## src/hw/rtl/scl_pkg.sv

```systemverilog
// Shared types and constants of the sampled completion latency monitor.
package scl_pkg;

   localparam int STAT_W       = 32;
   localparam int INTERVAL_W   = 8;
   localparam int TIMESTAMP_W  = 48;
   localparam int COMMAND_W    = 2;
   localparam int TAG_W        = 2;
   localparam int BUSY_OUT_W   = 3;
   localparam int DIVISOR_W    = STAT_W + 1;
   localparam int DIV_STEPS    = STAT_W;
   localparam int DIV_CNT_W    = $clog2(DIV_STEPS);

   localparam logic [INTERVAL_W-1:0] INTERVAL_RESET = 8'd8;
   localparam logic [STAT_W-1:0]     STAT_MAX       = '1;

   typedef enum logic [COMMAND_W-1:0] {
      CMD_REJECT   = 2'd0,
      CMD_SEND     = 2'd1,
      CMD_COMPLETE = 2'd2,
      CMD_UNKNOWN  = 2'd3
   } command_type;

   typedef enum logic [2:0] {
      ST_IDLE,
      ST_DISPATCH,
      ST_MOD_WAIT,
      ST_MEAN_START,
      ST_MEAN_WAIT,
      ST_RESULT
   } state_type;

   typedef struct packed {
      logic [COMMAND_W-1:0]   command;
      logic                   send_ok;
      logic [TAG_W-1:0]       slot_tag;
      logic [TIMESTAMP_W-1:0] timestamp;
   } req_payload_type;

   typedef struct packed {
      logic                  sample_taken;
      logic [TAG_W-1:0]      claimed_slot;
      logic                  latency_updated;
      logic [STAT_W-1:0]     last_latency;
      logic [STAT_W-1:0]     max_latency;
      logic [STAT_W-1:0]     mean_latency;
      logic [STAT_W-1:0]     attempt_count;
      logic [STAT_W-1:0]     submitted_count;
      logic [STAT_W-1:0]     completed_count;
      logic [BUSY_OUT_W-1:0] pending_slots;
   } rsp_payload_type;

   typedef struct packed {
      logic capture;
      logic bump_attempts;
      logic start_mod;
      logic try_claim;
      logic latch_latency;
      logic start_mean;
      logic commit;
      logic load_result;
   } ctrl_cmd_type;

   typedef struct packed {
      command_type command;
      logic        interval_zero;
      logic        hit;
      logic        first_completion;
      logic        div_done;
      logic        out_free;
   } ctrl_status_type;

endpackage

```

## src/hw/rtl/scl_req_if.sv

```systemverilog
// Request channel interface carrying one monitor transaction.
interface scl_req_if;
   logic                      valid;
   logic                      ready;
   scl_pkg::req_payload_type  payload;

   modport source (output valid, output payload, input ready);
   modport sink (input valid, input payload, output ready);
endinterface

```

## src/hw/rtl/scl_rsp_if.sv

```systemverilog
// Response channel interface carrying one monitor result transaction.
interface scl_rsp_if;
   logic                      valid;
   logic                      ready;
   scl_pkg::rsp_payload_type  payload;

   modport source (output valid, output payload, input ready);
   modport sink (input valid, input payload, output ready);
endinterface

```

## src/hw/rtl/scl_divider.sv

```systemverilog
// Restoring serial divider, one quotient bit per cycle, shared by modulo and mean.
module scl_divider (
   input  logic                               clock,
   input  logic                               reset,
   input  logic                               start,
   input  logic [scl_pkg::STAT_W-1:0]         dividend,
   input  logic [scl_pkg::DIVISOR_W-1:0]      divisor,
   output logic                               done,
   output logic [scl_pkg::STAT_W-1:0]         quotient,
   output logic [scl_pkg::DIVISOR_W-1:0]      remainder
);

   logic [scl_pkg::STAT_W-1:0]    quo_ff, quo_in;
   logic [scl_pkg::DIVISOR_W-1:0] rem_ff, rem_in;
   logic [scl_pkg::DIVISOR_W-1:0] div_ff, div_in;
   logic [scl_pkg::DIV_CNT_W-1:0] count_ff, count_in;
   logic                          running_ff, running_in;
   logic                          done_ff, done_in;
   logic [scl_pkg::DIVISOR_W:0]   shifted;
   logic [scl_pkg::DIVISOR_W+1:0] trial;
   logic                          take;

   always_comb begin
      shifted = {rem_ff, quo_ff[scl_pkg::STAT_W-1]};
      trial   = {1'b0, shifted} - {2'b00, div_ff};
      take    = ~trial[scl_pkg::DIVISOR_W+1];

      quo_in     = quo_ff;
      rem_in     = rem_ff;
      div_in     = div_ff;
      count_in   = count_ff;
      running_in = running_ff;
      done_in    = 1'b0;
      if (start) begin
         quo_in     = dividend;
         rem_in     = '0;
         div_in     = divisor;
         count_in   = '0;
         running_in = 1'b1;
      end else if (running_ff) begin
         quo_in   = {quo_ff[scl_pkg::STAT_W-2:0], take};
         rem_in   = take ? trial[scl_pkg::DIVISOR_W-1:0] : shifted[scl_pkg::DIVISOR_W-1:0];
         count_in = count_ff + 1'b1;
         if (count_ff == scl_pkg::DIV_CNT_W'(scl_pkg::DIV_STEPS - 1)) begin
            running_in = 1'b0;
            done_in    = 1'b1;
         end
      end
   end

   always_ff @(posedge clock) begin
      if (reset) begin
         running_ff <= 1'b0;
         done_ff    <= 1'b0;
         count_ff   <= '0;
      end else begin
         running_ff <= running_in;
         done_ff    <= done_in;
         count_ff   <= count_in;
      end
   end

   always_ff @(posedge clock) begin
      quo_ff <= quo_in;
      rem_ff <= rem_in;
      div_ff <= div_in;
   end

   assign done      = done_ff;
   assign quotient  = quo_ff;
   assign remainder = rem_ff;

endmodule

```

## src/hw/rtl/scl_datapath.sv

```systemverilog
// Datapath: slot table, counters, latency statistics, divider and result register.
module scl_datapath #(
   parameter int SAMPLE_SLOTS = 4,
   parameter int STAMP_BITS   = 48
) (
   input  logic                                  clock,
   input  logic                                  reset,
   input  logic                                  csr_write_enable,
   input  logic [scl_pkg::INTERVAL_W-1:0]        csr_write_data,
   input  scl_pkg::req_payload_type              req_payload,
   input  scl_pkg::ctrl_cmd_type                 cmd,
   output scl_pkg::ctrl_status_type              status,
   output logic                                  rsp_valid,
   input  logic                                  rsp_ready,
   output scl_pkg::rsp_payload_type              rsp_payload
);

   localparam int SLOT_IDX_W = (SAMPLE_SLOTS > 1) ? $clog2(SAMPLE_SLOTS) : 1;
   localparam int BUSY_W     = $clog2(SAMPLE_SLOTS + 1);
   localparam int TAG_WIDE_W = SLOT_IDX_W + scl_pkg::TAG_W;

   scl_pkg::req_payload_type          item_ff;
   logic [scl_pkg::INTERVAL_W-1:0]    interval_ff;
   logic [SAMPLE_SLOTS-1:0]           pending_ff, pending_in;
   logic [STAMP_BITS-1:0]             stamp_ff [SAMPLE_SLOTS];
   logic [BUSY_W-1:0]                 busy_ff, busy_in;
   logic [scl_pkg::STAT_W-1:0]        attempts_ff, attempts_in;
   logic [scl_pkg::STAT_W-1:0]        submitted_ff, submitted_in;
   logic [scl_pkg::STAT_W-1:0]        completed_ff, completed_in;
   logic [scl_pkg::STAT_W-1:0]        latest_ff, latest_in;
   logic [scl_pkg::STAT_W-1:0]        peak_ff, peak_in;
   logic [scl_pkg::STAT_W-1:0]        mean_ff, mean_in;
   logic [scl_pkg::STAT_W-1:0]        lat_ff;
   logic                              taken_ff, taken_in;
   logic [scl_pkg::TAG_W-1:0]         claimed_ff, claimed_in;
   logic                              updated_ff, updated_in;
   logic                              rsp_valid_ff, rsp_valid_in;
   scl_pkg::rsp_payload_type          rsp_payload_ff;

   logic [TAG_WIDE_W-1:0]             tag_wide;
   logic [SLOT_IDX_W-1:0]             tag_idx;
   logic                              tag_in_range;
   logic [SLOT_IDX_W-1:0]             free_idx;
   logic                              free_any;
   logic [STAMP_BITS-1:0]             now_stamp;
   logic [STAMP_BITS-1:0]             elapsed;
   logic [scl_pkg::STAT_W-1:0]        lat_sat;
   logic                              lat_above_mean;
   logic [scl_pkg::STAT_W-1:0]        mean_gap;
   logic [scl_pkg::STAT_W-1:0]        div_dividend;
   logic [scl_pkg::DIVISOR_W-1:0]     div_divisor;
   logic                              div_done;
   logic [scl_pkg::STAT_W-1:0]        div_quotient;
   logic [scl_pkg::DIVISOR_W-1:0]     div_remainder;
   logic                              claim_now;

   assign tag_wide     = TAG_WIDE_W'(item_ff.slot_tag);
   assign tag_idx      = tag_wide[SLOT_IDX_W-1:0];
   assign tag_in_range = tag_wide < TAG_WIDE_W'(SAMPLE_SLOTS);
   assign now_stamp    = STAMP_BITS'(item_ff.timestamp);
   assign elapsed      = now_stamp - stamp_ff[tag_idx];
   assign lat_sat      = (elapsed > STAMP_BITS'(scl_pkg::STAT_MAX)) ?
                         scl_pkg::STAT_MAX : elapsed[scl_pkg::STAT_W-1:0];
   assign lat_above_mean = lat_ff >= mean_ff;
   assign mean_gap       = lat_above_mean ? (lat_ff - mean_ff) : (mean_ff - lat_ff);

   always_comb begin
      free_idx = '0;
      free_any = 1'b0;
      for (int i = SAMPLE_SLOTS - 1; i >= 0; i--) begin
         if (!pending_ff[i]) begin
            free_idx = SLOT_IDX_W'(i);
            free_any = 1'b1;
         end
      end
   end

   assign div_dividend = cmd.start_mod ? (attempts_ff + 32'd1) : mean_gap;
   assign div_divisor  = cmd.start_mod ? scl_pkg::DIVISOR_W'(interval_ff) :
                         ({1'b0, completed_ff} + 33'd1);

   scl_divider u_divider (
      .clock     (clock),
      .reset     (reset),
      .start     (cmd.start_mod | cmd.start_mean),
      .dividend  (div_dividend),
      .divisor   (div_divisor),
      .done      (div_done),
      .quotient  (div_quotient),
      .remainder (div_remainder)
   );

   assign claim_now = cmd.try_claim && (div_remainder == 33'd1) && free_any &&
                      item_ff.send_ok;

   always_comb begin
      pending_in   = pending_ff;
      busy_in      = busy_ff;
      attempts_in  = attempts_ff;
      submitted_in = submitted_ff;
      completed_in = completed_ff;
      latest_in    = latest_ff;
      peak_in      = peak_ff;
      mean_in      = mean_ff;
      taken_in     = taken_ff;
      claimed_in   = claimed_ff;
      updated_in   = updated_ff;

      if (cmd.capture) begin
         taken_in   = 1'b0;
         claimed_in = '0;
         updated_in = 1'b0;
      end
      if (cmd.bump_attempts) begin
         attempts_in = attempts_ff + 32'd1;
      end
      if (claim_now) begin
         pending_in[free_idx] = 1'b1;
         busy_in              = busy_ff + 1'b1;
         submitted_in         = submitted_ff + 32'd1;
         taken_in             = 1'b1;
         claimed_in           = scl_pkg::TAG_W'(free_idx);
      end
      if (cmd.commit) begin
         pending_in[tag_idx] = 1'b0;
         busy_in             = busy_ff - 1'b1;
         completed_in        = completed_ff + 32'd1;
         latest_in           = lat_ff;
         updated_in          = 1'b1;
         if (lat_ff > peak_ff) begin
            peak_in = lat_ff;
         end
         if (completed_ff == '0) begin
            mean_in = lat_ff;
         end else if (lat_above_mean) begin
            mean_in = mean_ff + div_quotient;
         end else begin
            mean_in = mean_ff - div_quotient;
         end
      end

      rsp_valid_in = rsp_valid_ff;
      if (cmd.load_result) begin
         rsp_valid_in = 1'b1;
      end else if (rsp_ready) begin
         rsp_valid_in = 1'b0;
      end
   end

   always_ff @(posedge clock) begin
      if (reset) begin
         interval_ff  <= scl_pkg::INTERVAL_RESET;
         pending_ff   <= '0;
         busy_ff      <= '0;
         attempts_ff  <= '0;
         submitted_ff <= '0;
         completed_ff <= '0;
         latest_ff    <= '0;
         peak_ff      <= '0;
         mean_ff      <= '0;
         taken_ff     <= 1'b0;
         claimed_ff   <= '0;
         updated_ff   <= 1'b0;
         rsp_valid_ff <= 1'b0;
      end else begin
         if (csr_write_enable) begin
            interval_ff <= csr_write_data;
         end
         pending_ff   <= pending_in;
         busy_ff      <= busy_in;
         attempts_ff  <= attempts_in;
         submitted_ff <= submitted_in;
         completed_ff <= completed_in;
         latest_ff    <= latest_in;
         peak_ff      <= peak_in;
         mean_ff      <= mean_in;
         taken_ff     <= taken_in;
         claimed_ff   <= claimed_in;
         updated_ff   <= updated_in;
         rsp_valid_ff <= rsp_valid_in;
      end
   end

   always_ff @(posedge clock) begin
      if (cmd.capture) begin
         item_ff <= req_payload;
      end
      if (cmd.latch_latency) begin
         lat_ff <= lat_sat;
      end
      if (claim_now) begin
         stamp_ff[free_idx] <= now_stamp;
      end
      if (cmd.load_result) begin
         rsp_payload_ff.sample_taken    <= taken_ff;
         rsp_payload_ff.claimed_slot    <= claimed_ff;
         rsp_payload_ff.latency_updated <= updated_ff;
         rsp_payload_ff.last_latency    <= latest_ff;
         rsp_payload_ff.max_latency     <= peak_ff;
         rsp_payload_ff.mean_latency    <= mean_ff;
         rsp_payload_ff.attempt_count   <= attempts_ff;
         rsp_payload_ff.submitted_count <= submitted_ff;
         rsp_payload_ff.completed_count <= completed_ff;
         rsp_payload_ff.pending_slots   <= scl_pkg::BUSY_OUT_W'(busy_ff);
      end
   end

   assign status.command          = scl_pkg::command_type'(item_ff.command);
   assign status.interval_zero    = interval_ff == '0;
   assign status.hit              = tag_in_range && pending_ff[tag_idx];
   assign status.first_completion = completed_ff == '0;
   assign status.div_done         = div_done;
   assign status.out_free         = !rsp_valid_ff || rsp_ready;

   assign rsp_valid   = rsp_valid_ff;
   assign rsp_payload = rsp_payload_ff;

   // The busy count must always agree with the pending flags.
   assert property (@(posedge clock) disable iff (reset)
      $countones(pending_ff) == int'(busy_ff))
      else $error("busy slot count disagrees with pending flags");

   assert property (@(posedge clock) disable iff (reset)
      peak_ff >= latest_ff)
      else $error("maximum latency below last latency");

   assert property (@(posedge clock) disable iff (reset)
      cmd.commit |=> completed_ff == $past(completed_ff) + 32'd1)
      else $error("completion not counted on commit");

   assert property (@(posedge clock) disable iff (reset)
      claim_now |=> $countones(pending_ff) == $countones($past(pending_ff)) + 1)
      else $error("claim did not mark exactly one new slot");

endmodule

```

## src/hw/rtl/scl_ctrl.sv

```systemverilog
// Controller state machine sequencing capture, divide, claim, commit and result.
module scl_ctrl (
   input  logic                      clock,
   input  logic                      reset,
   input  logic                      req_valid,
   output logic                      req_ready,
   input  scl_pkg::ctrl_status_type  status,
   output scl_pkg::ctrl_cmd_type     cmd
);

   scl_pkg::state_type state_ff, state_in;

   always_ff @(posedge clock) begin
      if (reset) begin
         state_ff <= scl_pkg::ST_IDLE;
      end else begin
         state_ff <= state_in;
      end
   end

   always_comb begin
      state_in  = state_ff;
      cmd       = '0;
      req_ready = 1'b0;
      unique case (state_ff)
         scl_pkg::ST_IDLE: begin
            req_ready = 1'b1;
            if (req_valid) begin
               cmd.capture = 1'b1;
               state_in    = scl_pkg::ST_DISPATCH;
            end
         end
         scl_pkg::ST_DISPATCH: begin
            state_in = scl_pkg::ST_RESULT;
            unique case (status.command)
               scl_pkg::CMD_REJECT: begin
                  cmd.bump_attempts = 1'b1;
               end
               scl_pkg::CMD_SEND: begin
                  cmd.bump_attempts = 1'b1;
                  if (!status.interval_zero) begin
                     cmd.start_mod = 1'b1;
                     state_in      = scl_pkg::ST_MOD_WAIT;
                  end
               end
               scl_pkg::CMD_COMPLETE: begin
                  if (status.hit) begin
                     cmd.latch_latency = 1'b1;
                     state_in          = scl_pkg::ST_MEAN_START;
                  end
               end
               scl_pkg::CMD_UNKNOWN: begin
                  state_in = scl_pkg::ST_RESULT;
               end
               default: begin
                  state_in = scl_pkg::ST_RESULT;
               end
            endcase
         end
         scl_pkg::ST_MOD_WAIT: begin
            if (status.div_done) begin
               cmd.try_claim = 1'b1;
               state_in      = scl_pkg::ST_RESULT;
            end
         end
         scl_pkg::ST_MEAN_START: begin
            if (status.first_completion) begin
               cmd.commit = 1'b1;
               state_in   = scl_pkg::ST_RESULT;
            end else begin
               cmd.start_mean = 1'b1;
               state_in       = scl_pkg::ST_MEAN_WAIT;
            end
         end
         scl_pkg::ST_MEAN_WAIT: begin
            if (status.div_done) begin
               cmd.commit = 1'b1;
               state_in   = scl_pkg::ST_RESULT;
            end
         end
         scl_pkg::ST_RESULT: begin
            if (status.out_free) begin
               cmd.load_result = 1'b1;
               state_in        = scl_pkg::ST_IDLE;
            end
         end
         default: begin
            state_in = scl_pkg::ST_IDLE;
         end
      endcase
   end

   assert property (@(posedge clock) disable iff (reset)
      cmd.capture |=> state_ff == scl_pkg::ST_DISPATCH)
      else $error("captured transaction not dispatched");

   assert property (@(posedge clock) disable iff (reset)
      cmd.load_result |-> !cmd.commit && !cmd.try_claim)
      else $error("result loaded while statistics still changing");

   assert property (@(posedge clock) disable iff (reset)
      (state_ff == scl_pkg::ST_MEAN_WAIT) && status.div_done |-> cmd.commit)
      else $error("mean divide finished without commit");

endmodule

```

## src/hw/rtl/sampled_completion_latency_monitor.sv

```systemverilog
// Top level of the sampled completion latency monitor.
//
//   Channel  Direction  Handshake            Contents
//   req_bus  in         valid/ready          command, send_ok, slot_tag, timestamp
//   rsp_bus  out        valid/ready          flags, latency statistics, counters
//   csr_*    in         write enable only    sample_interval
//
// A rejected attempt, unknown command or idle completion goes from dispatch straight to the result.
// A send with a non-zero interval waits for the 32-step serial divider before it claims a slot.
// The first completion commits at once; later ones wait for the divider to update the mean.
// One transaction is worked on at a time; the next is accepted while a result waits.
// Reset is synchronous and clears all statistics, slots and the interval to 8.
module sampled_completion_latency_monitor #(
   parameter int SAMPLE_SLOTS = 4,
   parameter int STAMP_BITS   = 48
) (
   input  logic                              clock,
   input  logic                              reset,
   scl_req_if.sink                           req_bus,
   scl_rsp_if.source                         rsp_bus,
   input  logic                              csr_write_enable,
   input  logic [scl_pkg::INTERVAL_W-1:0]    csr_write_data
);

   scl_pkg::ctrl_cmd_type    cmd;
   scl_pkg::ctrl_status_type status;
   logic                     req_ready;
   logic                     rsp_valid;
   scl_pkg::rsp_payload_type rsp_payload;

   scl_ctrl u_ctrl (
      .clock     (clock),
      .reset     (reset),
      .req_valid (req_bus.valid),
      .req_ready (req_ready),
      .status    (status),
      .cmd       (cmd)
   );

   scl_datapath #(
      .SAMPLE_SLOTS (SAMPLE_SLOTS),
      .STAMP_BITS   (STAMP_BITS)
   ) u_datapath (
      .clock            (clock),
      .reset            (reset),
      .csr_write_enable (csr_write_enable),
      .csr_write_data   (csr_write_data),
      .req_payload      (req_bus.payload),
      .cmd              (cmd),
      .status           (status),
      .rsp_valid        (rsp_valid),
      .rsp_ready        (rsp_bus.ready),
      .rsp_payload      (rsp_payload)
   );

   assign req_bus.ready   = req_ready;
   assign rsp_bus.valid   = rsp_valid;
   assign rsp_bus.payload = rsp_payload;

endmodule
```

## src/flat_wrapper.sv

```systemverilog
// flat-port wrapper written by rule: the top's interface ports become plain ports
module sampled_completion_latency_monitor_flat 
#(
   parameter int SAMPLE_SLOTS = 4,
   parameter int STAMP_BITS   = 48
)
  (clock, reset, csr_write_enable, csr_write_data, req_bus_valid, req_bus_payload, req_bus_ready, rsp_bus_valid, rsp_bus_payload, rsp_bus_ready);
  scl_req_if req_bus_i ();
  scl_rsp_if rsp_bus_i ();
  input  logic clock;
  input  logic reset;
  input  logic csr_write_enable;
  input  logic [scl_pkg::INTERVAL_W-1:0] csr_write_data;
  input wire logic [$bits(req_bus_i.valid)-1:0] req_bus_valid;
  input wire logic [$bits(req_bus_i.payload)-1:0] req_bus_payload;
  output wire logic [$bits(req_bus_i.ready)-1:0] req_bus_ready;
  output wire logic [$bits(rsp_bus_i.valid)-1:0] rsp_bus_valid;
  output wire logic [$bits(rsp_bus_i.payload)-1:0] rsp_bus_payload;
  input wire logic [$bits(rsp_bus_i.ready)-1:0] rsp_bus_ready;
  assign req_bus_i.valid = req_bus_valid;
  assign req_bus_i.payload = req_bus_payload;
  assign req_bus_ready = req_bus_i.ready;
  assign rsp_bus_valid = rsp_bus_i.valid;
  assign rsp_bus_payload = rsp_bus_i.payload;
  assign rsp_bus_i.ready = rsp_bus_ready;
  sampled_completion_latency_monitor #(.SAMPLE_SLOTS(SAMPLE_SLOTS), .STAMP_BITS(STAMP_BITS)) u_core (.clock(clock), .reset(reset), .req_bus(req_bus_i), .rsp_bus(rsp_bus_i), .csr_write_enable(csr_write_enable), .csr_write_data(csr_write_data));
endmodule
```

## config.mk

```make
export PLATFORM = sky130hd
export DESIGN_NAME = sampled_completion_latency_monitor_flat
export DESIGN_NICKNAME = d
export VERILOG_FILES = /design/src/hw/rtl/scl_pkg.sv /design/src/hw/rtl/scl_req_if.sv /design/src/hw/rtl/scl_rsp_if.sv /design/src/hw/rtl/scl_divider.sv /design/src/hw/rtl/scl_datapath.sv /design/src/hw/rtl/scl_ctrl.sv /design/src/hw/rtl/sampled_completion_latency_monitor.sv /design/src/flat_wrapper.sv
export SDC_FILE = /design/constraint.sdc
export NUM_CORES = 2
export LEC_CHECK = 0
export BUFFER_PORTS_ARGS = -buffer_cell sky130_fd_sc_hd__buf_2
export CAP_MARGIN = 10
export CORE_MARGIN = 2
export CORE_UTILIZATION = 37
export DETAILED_ROUTE_END_ITERATION = 16
export PLACE_DENSITY_LB_ADDON = 0.15
export SYNTH_ARGS = -nofsm -noshare
export SYNTH_HDL_FRONTEND = slang
export SYNTH_SLANG_ARGS = --single-unit
```

## constraint.sdc

```tcl
create_clock -name clock -period 12.1 [get_ports clock]
set_clock_uncertainty 0.2 [all_clocks]
set_input_delay 2.42 -clock clock [delete_from_list [all_inputs] [get_ports clock]]
set_output_delay 2.42 -clock clock [all_outputs]
set_load 0.01 [all_outputs]
```

==> out/qor.csv <==
stage;metric;value;unit
run_status;status;finished, final reports clean;
power_and_ir_drop;total_power;7.51;mW
synth;syn_avg_cell_area;10.6;sq um
synth;syn_nets;4236;
critical_path;max_stage_delay;0.70;ns
layout;area_growth;13.8;%
sta;whs;0.225;ns
critical_path;cp_slowest_cell;a21oi_1;
synth;synth_common_cells;edfxtp_1, nor2_1, nand2_1;
synth;syn_area;42000;sq um
sta;relSlewSlack;0.239;
global_route;antenna_found_initial;6;
synth;synth-warning-count;0;
synth;async_reset_ff_frac;0;
power_and_ir_drop;powerDensity;157;nW/um^2
clocking;cts_tree;done;
routing;wl_per_cell;21.3;um
sta;tns;0;ns
routing;vias_per_cell;5.39;
floorplanning;die_y;341;um
clocking;cts.sink_count;798;
sta;hold_viol;0;
placed_design;dp.cells;5559;
synth;synth_top_family_by_area;compound AO/OA/AOI/OAI gates;
synth;synthCells;3946;
critical_path;worstSetupPathType;flop to flop;
floorplanning;die-area;116000;sq um
placed_design;dpl.hpwl;89.3;mm
clocking;htreeDepth;3;
job;maxCapViolCount;0;
sta;fmaxAchievable;154;MHz
min_path;hp-class;flop to flop;
clocking;cts_buffers;90;
clocking;postCtsHoldBufs;0;
layout;fin_util;0.425;
global_route;grt_usage;0.206;
synth;synth.largest_area_cell;edfxtp_1;
synth;synthDistinctLibCells;107;
power_and_ir_drop;irDropWorstVdd;0.000104;V
global_route;grt_pass1_vias;30200;
layout;nNetsFinal;4441;
critical_path;cp.required;12.46;ns
sta;setup_violations;0;
layout;register_area;21400;sq um
clocking;cts_resized;0;
routing;ant_nets;0;
placed_design;place_congestion;0.923;
clocking;cts_buffer_depth;3;
synth;yosysMostFrequentCell;edfxtp_1;
sta;grt_setup_unrepaired;no;
synth;yosys.area_share.xor_xnor;0.0539;
global_route;grt_pass1_wl;186;mm
critical_path;path_cells;ha_1, nand4_1, nor3_1, and4_1, a21oi_1, nand3_4, a21oi_1, xor2_1, ha_1, o21ai_0, nor3_1, a221o_1, nand4_1, nand2_1, a21oi_1, o21ai_0, a221oi_1, xnor2_1, o21ai_1;
sta;fin_crit;6.47;ns
synth;synth_compound_area_frac;0.143;
sta;worstMarginPinSlew;1.13;ns
layout;multi_input_area;19000;sq um
global_route;grt_max_degree;72;
floorplanning;coreArea;112000;sq um
layout;nFillCells;10800;
synth;synthTopCellsByArea;edfxtp_1, dfxtp_1, ha_1;
synth;ys_ff_latch;798;
synth;synth_fa_ha_area_frac;0.0679;
routing;dr.pass1.iters;6;
synth;synthFlopType;edfxtp_1;
floorplanning;row_count;123;
routing;drt_iter0_markers;2201;
critical_path;critPathArrivalTime;6.84;ns
synth;synth_edf_count;541;
global_route;overflow;0;
floorplanning;die_w;341;um
synth;synth.top_cell.area_share;0.387;
layout;n_antenna_cell;0;
clocking;clk_pin_slew_worst_paths;0.06;ns
clocking;root_buffer;clkbuf_16;
layout;final_cells;5727;
placed_design;port_buffers;266;
critical_path;start_kind;flop;
critical_path;cp_common_cell;a21oi_1;
critical_path;crit_fanout;26;
floorplanning;pin_count;267;
sta;slew_viol_final;0;
synth;synth-simple-area-share;0.136;
sta;fin_crit_sh;0.535;
clocking;post_cts_buffers;0;
layout;drive_gt1_frac;0.133;
routing;drc;0;
synth;synthMuxAreaShare;0.0490;
synth;ys_seq_area_frac;0.510;
critical_path;endpoint_kind;flop;
routing;drt_wl_total;122;mm
floorplanning;start_util;0.373;
routing;vias;30900;
clocking;clkLatencyLatePin;0.68;ns
power_and_ir_drop;leakagePower;18.0;nW
-- cells by family (layout without fill, tap and decap cells) --
| family | Yosys count | in the layout |
|---|---|---|
| flip-flops | 798 | 798 |
| multiplexers | 143 | 143 |
| XOR/XNOR | 258 | 258 |
| buffers and inverters | 412 | 693 |
| AO/OA/AOI/OAI | 948 | 948 |
| adder cells (fa/ha/maj) | 224 | 224 |
| AND/OR/NAND/NOR | 1163 | 1163 |
-- state kept, by name, indices dropped and copies added, names as in the netlist, 33 cells and up, named ones only --
register,flops
u_core.u_datapath.u_divider.remainder,33
u_core.u_datapath.stamp_ff,192
u_core.u_datapath.now_stamp,48
u_core.u_datapath.rsp_payload,199
u_core.u_datapath.u_divider.div_ff,33
-- final timing paths --
kind                                                      from                                           end  slack (ns)  depth (start not counted)
setup / recovery    u_core.u_datapath.lat_ff[22]$_SDFFCE_PN1P_    u_core.u_datapath.mean_ff[31]$_SDFFE_PP0P_        5.63                         19
hold reg to reg   u_core.u_datapath.latest_ff[27]$_SDFFE_PP0P_  u_core.u_datapath.rsp_payload[190]$_DFFE_PP_        0.23                          0
setup reg to reg    u_core.u_datapath.lat_ff[22]$_SDFFCE_PN1P_    u_core.u_datapath.mean_ff[31]$_SDFFE_PP0P_        5.63                         19
hold / removal    u_core.u_datapath.latest_ff[27]$_SDFFE_PP0P_  u_core.u_datapath.rsp_payload[190]$_DFFE_PP_        0.23                          0
-- power by group --
group / internal [mW] / total, mW / switching (mW)
Sequential: 3.02 / 3.16 / 0.141
Combinational: 0.617 / 1.51 / 0.897
Clock: 1.69 / 2.83 / 1.14
Total: 5.33 / 7.51 / 2.18
-- critical path: cells and delay by family, from the launching register on --
kind	cells	cell delay [ns]
fa+ha+maj	2	0.76
flops	1	0.51
xor+xnor	2	0.34
simple gates	7	1.61
compound gates	8	2.95
-- area by class of cell --
type | instances | share of cell area
tap | 1500 | 0.0393
clock inverter | 49 | 0.0129
clock buffer | 119 | 0.0520
timing repair buffer | 297 | 0.0329
multi-input combinational | 2736 | 0.397
inverter | 228 | 0.0180
sequential | 798 | 0.448
-- layer usage --
| metal | share of wire | GRT usage | vias up |
|---|---|---|---|
| met3 | 0.037 | 0.0277 | 171 |
| li1 | - | - | 14900 |
| met4 | 0.030 | 0.0643 | 2 |
| met2 | 0.50 | 0.361 | 620 |
| met5 | 0.000082 | 0 | - |
| met1 | 0.43 | 0.263 | 15200 |
-- cells in the final DEF (no fill, tap or decap), types with 31 or more instances in the layout --
master	count
a211oi_1	58
a21o_1	93
a21oi_1	294
a31oi_1	42
and3_1	42
buf_2	265
buf_4	31
clkbuf_16	90
dfxtp_1	254
edfxtp_1	541
ha_1	218
inv_1	225
mux2i_1	86
mux4_2	49
nand2_1	303
nand3_1	128
nand4_1	66
nor2_1	326
nor3_1	59
nor4_1	36
o21a_1	32
o21ai_0	200
o21bai_1	32
or3_1	40
xnor2_1	118
xor2_1	140
-- stage by stage --
step                cell area (sq um)  worst slack [ns]
finish                          47800              5.63
CTS                             47800              5.67
floorplan                       42000             0.439
global placement                44700              5.81
global route                    47800              5.21
detailed placement              44700              5.68
(Power assumes the default switching activity.)
